<file path="src/sv/psort_pkg.sv">
// Shared constants, key type and key conversion functions for the point pair sorter.
package psort_pkg;

    localparam int COORD_W        = 16;
    localparam int KEY_W          = 2 * COORD_W;
    localparam int MAX_POINTS_DEF = 32;

    typedef logic [KEY_W-1:0] key_t;
    typedef logic signed [COORD_W-1:0] coord_t;

    // Sign bits inverted so that unsigned key order is order by x, then y.
    function automatic key_t make_key(input coord_t x, input coord_t y);
        return {~x[COORD_W-1], x[COORD_W-2:0], ~y[COORD_W-1], y[COORD_W-2:0]};
    endfunction

    function automatic coord_t key_x(input key_t k);
        return {~k[KEY_W-1], k[KEY_W-2:COORD_W]};
    endfunction

    function automatic coord_t key_y(input key_t k);
        return {~k[COORD_W-1], k[COORD_W-2:0]};
    endfunction

endpackage

</file>
<file path="src/sv/psort_mem.sv">
// Point key store: one write port, one read port, registered read data.
module psort_mem import psort_pkg::*; #(
    parameter int DEPTH = MAX_POINTS_DEF,
    parameter int AW    = $clog2(DEPTH)
) (
    input  logic          aclk,
    input  logic          wr_en,
    input  logic [AW-1:0] wr_addr,
    input  key_t          wr_data,
    input  logic [AW-1:0] rd_addr,
    output key_t          rd_data
);

    key_t mem [DEPTH];

    always_ff @(posedge aclk) begin
        if (wr_en) begin
            mem[wr_addr] <= wr_data;
        end
    end

    always_ff @(posedge aclk) begin
        rd_data <= mem[rd_addr];
    end

endmodule

</file>
<file path="src/sv/point_pair_sorter.sv">
// Point pair sorter: stores points by insertion into a key memory, then streams them out.
// A request on an empty store writes its point directly and one on a full store drops it;
// otherwise the insertion loop moves one entry per cycle through the memory, then places the key.
// After a final request the set streams out through ST_RD, ST_LD and ST_WAIT for each result,
// since the store's read data is registered; the next read waits until m_ready takes the result.
// aresetn (synchronous, active low) empties the store; its contents need no clearing.
module point_pair_sorter import psort_pkg::*; #(
    parameter int MAX_POINTS = MAX_POINTS_DEF
) (
    input  logic                      aclk,
    input  logic                      aresetn,
    input  logic                      s_valid,
    output logic                      s_ready,
    input  logic signed [COORD_W-1:0] s_point_x,
    input  logic signed [COORD_W-1:0] s_point_y,
    input  logic                      s_final_point,
    output logic                      m_valid,
    input  logic                      m_ready,
    output logic signed [COORD_W-1:0] m_sorted_x,
    output logic signed [COORD_W-1:0] m_sorted_y,
    output logic                      m_end_of_set
);

    localparam int AW = $clog2(MAX_POINTS);
    localparam int CW = $clog2(MAX_POINTS + 1);

    typedef enum logic [2:0] {
        ST_IDLE,
        ST_SHIFT,
        ST_PLACE,
        ST_RD,
        ST_LD,
        ST_WAIT
    } state_t;

    state_t        state_reg, state_next;
    logic [CW-1:0] count_reg, count_next;
    logic [AW-1:0] pos_reg, pos_next;
    logic [AW-1:0] idx_reg, idx_next;
    key_t          key_reg, key_next;
    logic          final_reg, final_next;
    logic          m_valid_reg, m_valid_next;
    logic          last_reg, last_next;
    coord_t        out_x_reg, out_x_next;
    coord_t        out_y_reg, out_y_next;

    logic          wr_en;
    logic [AW-1:0] wr_addr;
    key_t          wr_data;
    logic [AW-1:0] rd_addr;
    key_t          rd_data;
    logic          s_accept;

    psort_mem #(
        .DEPTH (MAX_POINTS),
        .AW    (AW)
    ) u_mem (
        .aclk    (aclk),
        .wr_en   (wr_en),
        .wr_addr (wr_addr),
        .wr_data (wr_data),
        .rd_addr (rd_addr),
        .rd_data (rd_data)
    );

    assign s_ready      = (state_reg == ST_IDLE);
    assign s_accept     = s_valid && s_ready;
    assign m_valid      = m_valid_reg;
    assign m_sorted_x   = out_x_reg;
    assign m_sorted_y   = out_y_reg;
    assign m_end_of_set = last_reg;

    always_comb begin
        state_next   = state_reg;
        count_next   = count_reg;
        pos_next     = pos_reg;
        idx_next     = idx_reg;
        key_next     = key_reg;
        final_next   = final_reg;
        m_valid_next = m_valid_reg;
        last_next    = last_reg;
        out_x_next   = out_x_reg;
        out_y_next   = out_y_reg;
        wr_en        = 1'b0;
        wr_addr      = pos_reg;
        wr_data      = key_reg;
        rd_addr      = idx_reg;

        unique case (state_reg)
            ST_IDLE: begin
                if (s_accept) begin
                    key_next   = make_key(s_point_x, s_point_y);
                    final_next = s_final_point;
                    if (count_reg == CW'(MAX_POINTS)) begin
                        // store full: point dropped
                        if (s_final_point) begin
                            idx_next   = '0;
                            state_next = ST_RD;
                        end
                    end else if (count_reg == '0) begin
                        wr_en      = 1'b1;
                        wr_addr    = '0;
                        wr_data    = make_key(s_point_x, s_point_y);
                        count_next = CW'(1);
                        if (s_final_point) begin
                            idx_next   = '0;
                            state_next = ST_RD;
                        end
                    end else begin
                        rd_addr    = count_reg[AW-1:0] - AW'(1);
                        pos_next   = count_reg[AW-1:0];
                        state_next = ST_SHIFT;
                    end
                end
            end
            ST_SHIFT: begin
                wr_en = 1'b1;
                if (rd_data > key_reg) begin
                    wr_addr  = pos_reg;
                    wr_data  = rd_data;
                    pos_next = pos_reg - AW'(1);
                    if (pos_reg == AW'(1)) begin
                        state_next = ST_PLACE;
                    end else begin
                        rd_addr = pos_reg - AW'(2);
                    end
                end else begin
                    wr_addr    = pos_reg;
                    wr_data    = key_reg;
                    count_next = count_reg + CW'(1);
                    idx_next   = '0;
                    state_next = final_reg ? ST_RD : ST_IDLE;
                end
            end
            ST_PLACE: begin
                wr_en      = 1'b1;
                wr_addr    = pos_reg;
                wr_data    = key_reg;
                count_next = count_reg + CW'(1);
                idx_next   = '0;
                state_next = final_reg ? ST_RD : ST_IDLE;
            end
            ST_RD: begin
                rd_addr    = idx_reg;
                state_next = ST_LD;
            end
            ST_LD: begin
                out_x_next   = key_x(rd_data);
                out_y_next   = key_y(rd_data);
                m_valid_next = 1'b1;
                last_next    = (CW'(idx_reg) == count_reg - CW'(1));
                state_next   = ST_WAIT;
            end
            ST_WAIT: begin
                if (m_ready) begin
                    m_valid_next = 1'b0;
                    if (last_reg) begin
                        count_next = '0;
                        state_next = ST_IDLE;
                    end else begin
                        idx_next   = idx_reg + AW'(1);
                        state_next = ST_RD;
                    end
                end
            end
            default: begin
                state_next = ST_IDLE;
            end
        endcase
    end

    always_ff @(posedge aclk) begin
        if (!aresetn) begin
            state_reg   <= ST_IDLE;
            count_reg   <= '0;
            m_valid_reg <= 1'b0;
        end else begin
            state_reg   <= state_next;
            count_reg   <= count_next;
            m_valid_reg <= m_valid_next;
        end
        pos_reg   <= pos_next;
        idx_reg   <= idx_next;
        key_reg   <= key_next;
        final_reg <= final_next;
        last_reg  <= last_next;
        out_x_reg <= out_x_next;
        out_y_reg <= out_y_next;
    end

    a_no_overlap: assert property (@(posedge aclk) disable iff (!aresetn)
        !(s_ready && m_valid))
        else $error("input accepted while a result is pending");

    a_count_range: assert property (@(posedge aclk) disable iff (!aresetn)
        count_reg <= CW'(MAX_POINTS))
        else $error("point count beyond capacity");

    a_set_clears: assert property (@(posedge aclk) disable iff (!aresetn)
        (m_valid && m_ready && m_end_of_set) |=> (count_reg == '0) && s_ready)
        else $error("store not emptied after last result");

    a_shift_pos: assert property (@(posedge aclk) disable iff (!aresetn)
        (state_reg == ST_SHIFT) |-> (pos_reg != '0) && (CW'(pos_reg) == count_reg ||
            CW'(pos_reg) < count_reg))
        else $error("insertion position out of range");

endmodule

</file>
<file path="config.mk">
export PLATFORM = sky130hd
export DESIGN_NAME = point_pair_sorter
export DESIGN_NICKNAME = d
export VERILOG_FILES = /design/src/sv/psort_pkg.sv /design/src/sv/psort_mem.sv /design/src/sv/point_pair_sorter.sv
export SDC_FILE = /design/constraint.sdc
export NUM_CORES = 1
export LEC_CHECK = 0
export ABC_AREA = 1
export BUFFER_PORTS_ARGS = -buffer_cell sky130_fd_sc_hd__buf_2
export CORE_MARGIN = 4
export CORE_UTILIZATION = 45
export DETAILED_ROUTE_END_ITERATION = 7
export PLACE_DENSITY = 0.7
export SYNTH_ARGS = -nofsm -noshare
export SYNTH_HDL_FRONTEND = slang
export SYNTH_SLANG_ARGS = --single-unit
</file>
<file path="constraint.sdc">
create_clock -name aclk -period 11.4 [get_ports aclk]
set_input_delay 0 -clock aclk [delete_from_list [all_inputs] [get_ports aclk]]
set_output_delay 0 -clock aclk [all_outputs]
set_load 0.01 [all_outputs]
</file>
==> flow_summary.yaml <==
clocking:
  htree_levels: 3
  cts.sinks: 1142
  cts_max_path_buffers: 3
  clk_pin_slew_worst_paths_ns: 0.06
  clk_root_buffer_cell: "sky130_fd_sc_hd__clkbuf_16"
  post-cts-setup-buffer-count: 0
  worst_skew_pair_later_pin_latency_ns: 0.68
  cts_tree: "yes"
  cts_inserted_buffers: 108
die:
  io-pin-count: 72
  core.rowCount: 118
  die_y_um: 331
  floorplan.core_area_mm2: 0.103
  die_area_mm2: 0.110
  die_x_um: 331
  floorplan.initialDensity_pct: 45.3
cells_and_area:
  n_antenna_cell: 0
  finish.instance_area_mm2: 0.0529
  fin_nets: 4096
  fillCellCount: 8611
  area_delta_synth_final_pct: 12.7
  drive_above_1_share_pct: 9.84
  largest_register_ff_count: 1024
global_route:
  grt.total_usage_pct: 23.5
  grt_overflow_total: 0
  use_met2_pct: 38.4
  gr_met3_demand_resource_pct: 4.32
  grt_pass1_wl_um: 192000
  use_met1_pct: 31.7
  grt_max_degree: 198
  via_count_of_the_first_global_routing_pass: 29900
  gr-max-usage-layer: "met2"
  grt_antenna_before_repair: 0
worst_hold_path:
  worstHoldPathType: "primary input to register"
place:
  portBuffers: 71
  place_congestion: 0.866
  dp_slack_ns: 5.88
  dp_hpwl_um: 64500
  post_dp_cell_area_mm2: 0.0491
synth:
  synth.avg_cell_area_um2: 11.8
  postSynthCellCount: 3964
  synth_area_mm2: 0.0469
  synth-edff-count: 1100
  mappedNetlistNets: 4040
  asyncSetResetFlopFracSynth_pct: 0
  synth-seq-cells: 1142
  synthesis.yosys.warnings: 0
  synth-seq-area-share_pct: 72.2
  synth.distinct_cells: 40
  ys.flop_type: "sky130_fd_sc_hd__edfxtp_1"
timing:
  finalMaxSlewViolations: 0
  fin_worst_hold_slack_ns: 0.0382
  fin_crit_sh_pct: 50.4
  slew_at_the_pin_closest_to_its_max_slew_limit_ns: 1.37
  slew-limit-headroom_pct: 8.59
  final_critical_path_setup_slack_ns: 5.66
  rsz_0062_raised_after_global_routing: "false"
  timing.final.crit_period_ns: 5.74
  final_hold_viol_count: 0
  worst_clock_skew_ns: 0.0336
  setup_violations: 0
  peak_clock_frequency_supported_by_timing_mhz: 174
  tns_ns: 0
setup_path:
  arrival_ns: 6.31
  worst-endpoint-required_ns: 11.97
  critical_path.endpoint_type: "register"
  critical_path.max_fanout: 134
  worst-setup-path-type: "register to register"
  startpoint_type: "register"
status:
  status: "finished clean"
routing:
  route.detailed.drc: 0
  avgRoutedWirePerCell_um: 24.1
  detail_route.wirelength_um: 132000
  antenna_violating_nets_post_route: 0
  viasPerCell: 5.90
  first_iter_violations: 4392
  via_count: 32400
  dr.pass1.iters: 6
run:
  drv_cap: 0
layer usage:
metal,up-vias,part of all wire (%)
li1,14300,-
met3,349,11
met4,0,3.9
met1,15700,38
met2,1958,47
met5,-,0
Yosys cell counts (11+ instances only):
| master | count | area [µm²] |
|---|---|---|
| sky130_fd_sc_hd__a21oi_1 | 29 | 145 |
| sky130_fd_sc_hd__buf_1 | 38 | 143 |
| sky130_fd_sc_hd__buf_2 | 112 | 561 |
| sky130_fd_sc_hd__buf_4 | 11 | 82.6 |
| sky130_fd_sc_hd__clkbuf_1 | 89 | 334 |
| sky130_fd_sc_hd__dfxtp_1 | 42 | 841 |
| sky130_fd_sc_hd__edfxtp_1 | 1100 | 33000 |
| sky130_fd_sc_hd__ha_1 | 39 | 488 |
| sky130_fd_sc_hd__inv_1 | 85 | 319 |
| sky130_fd_sc_hd__inv_2 | 12 | 45.0 |
| sky130_fd_sc_hd__nand2_1 | 1013 | 3800 |
| sky130_fd_sc_hd__nand3_1 | 1142 | 5720 |
| sky130_fd_sc_hd__nor2_1 | 103 | 387 |
| sky130_fd_sc_hd__o21ai_0 | 50 | 250 |
| sky130_fd_sc_hd__o221ai_1 | 29 | 254 |
per-stage QoR:
stage	util, %	instances
global route	51.1	5484
finish	51.1	5484
global placement	47.4	5252
CTS	51.1	5484
detailed placement	47.4	5252
floorplan	-	3964
worst paths after layout:
| kind | startpoint | end | slack (ns) | cells past startpoint |
|---|---|---|---|---|
| setup / recovery | state_reg[0]$_SDFFE_PN0P_ | u_mem.rd_data[31]$_DFF_P_ | 5.66 | 17 |
| hold / removal | s_point_y[2] | key_reg[2]$_DFFE_PP_ | 0.04 | 2 |
| setup reg to reg | state_reg[0]$_SDFFE_PN0P_ | u_mem.rd_data[31]$_DFF_P_ | 5.66 | 17 |
| hold reg to reg | u_mem.rd_data[26]$_DFF_P_ | m_sorted_x[10]$_DFFE_PP_ | 0.47 | 0 |
critical path, cell delays in order (launching register included):
cell and delay, ns:
sky130_fd_sc_hd__dfxtp_1 0.44, sky130_fd_sc_hd__inv_1 0.06, sky130_fd_sc_hd__nor2_1 0.15, sky130_fd_sc_hd__inv_2 0.05, sky130_fd_sc_hd__nor2_1 0.68, sky130_fd_sc_hd__inv_1 0.44, sky130_fd_sc_hd__nand2_1 0.37, sky130_fd_sc_hd__nand2_2 0.18
sky130_fd_sc_hd__nand2_8 0.38, sky130_fd_sc_hd__nand2_8 0.29, sky130_fd_sc_hd__inv_8 0.70, sky130_fd_sc_hd__buf_4 0.92, sky130_fd_sc_hd__nand2_1 0.11, sky130_fd_sc_hd__nand3_1 0.14, sky130_fd_sc_hd__nand3_1 0.11, sky130_fd_sc_hd__nand3_1 0.11
sky130_fd_sc_hd__nand3_1 0.09, sky130_fd_sc_hd__nand2_1 0.22
layout by cell type (no fill, tap or decap), types with 9 or more instances in the layout:
cell | Yosys | final
sky130_fd_sc_hd__ha_1 | 39 | 39
sky130_fd_sc_hd__buf_2 | 112 | 71
sky130_fd_sc_hd__nor2_1 | 103 | 68
sky130_fd_sc_hd__clkinv_1 | 0 | 18
sky130_fd_sc_hd__clkbuf_16 | 0 | 109
sky130_fd_sc_hd__o221ai_2 | 0 | 29
sky130_fd_sc_hd__o21ai_0 | 50 | 50
sky130_fd_sc_hd__inv_2 | 12 | 11
sky130_fd_sc_hd__clkinv_2 | 0 | 14
sky130_fd_sc_hd__nand3_1 | 1142 | 1142
sky130_fd_sc_hd__nor2_4 | 2 | 36
sky130_fd_sc_hd__clkbuf_8 | 0 | 10
sky130_fd_sc_hd__clkbuf_1 | 89 | 31
sky130_fd_sc_hd__dlygate4sd3_1 | 0 | 38
sky130_fd_sc_hd__dfxtp_1 | 42 | 42
sky130_fd_sc_hd__a21oi_1 | 29 | 28
sky130_fd_sc_hd__xor2_1 | 9 | 9
sky130_fd_sc_hd__edfxtp_1 | 1100 | 1100
sky130_fd_sc_hd__buf_4 | 11 | 86
sky130_fd_sc_hd__inv_1 | 85 | 81
sky130_fd_sc_hd__nand2_1 | 1013 | 1012
cell type report:
cell class	count	area (µm²)	share of cell area, %
flip-flops and latches	1142	33900	64.1
clock inverters	44	430	0.814
inverters	98	387	0.731
multi-input cells	2473	12000	22.8
clock buffers	150	2980	5.64
repair buffers	197	1420	2.69
well taps	1380	1730	3.27
kinds of logic after synthesis:
| family | synth area share, % |
|---|---|
| flip-flops | 72.2 |
| AND/OR/NAND/NOR | 21.6 |
| adder cells (fa/ha/maj) | 1.04 |
| XOR/XNOR | 0.187 |
| buffers and inverters | 3.20 |
| AO/OA/AOI/OAI | 1.82 |
repair_timing:
| item | in CTS | in global routing |
|---|---|---|
| hold buffers | 38 | 0 |
| gates resized for setup | 0 | 0 |
| endpoints found under the setup margin | 0 | 0 |
| hold endpoints to repair | 52 | 0 |
Power is left out: the tool's default activity adds up to more than one toggle a clock period on the data nets, which glitch-free logic cannot reach.
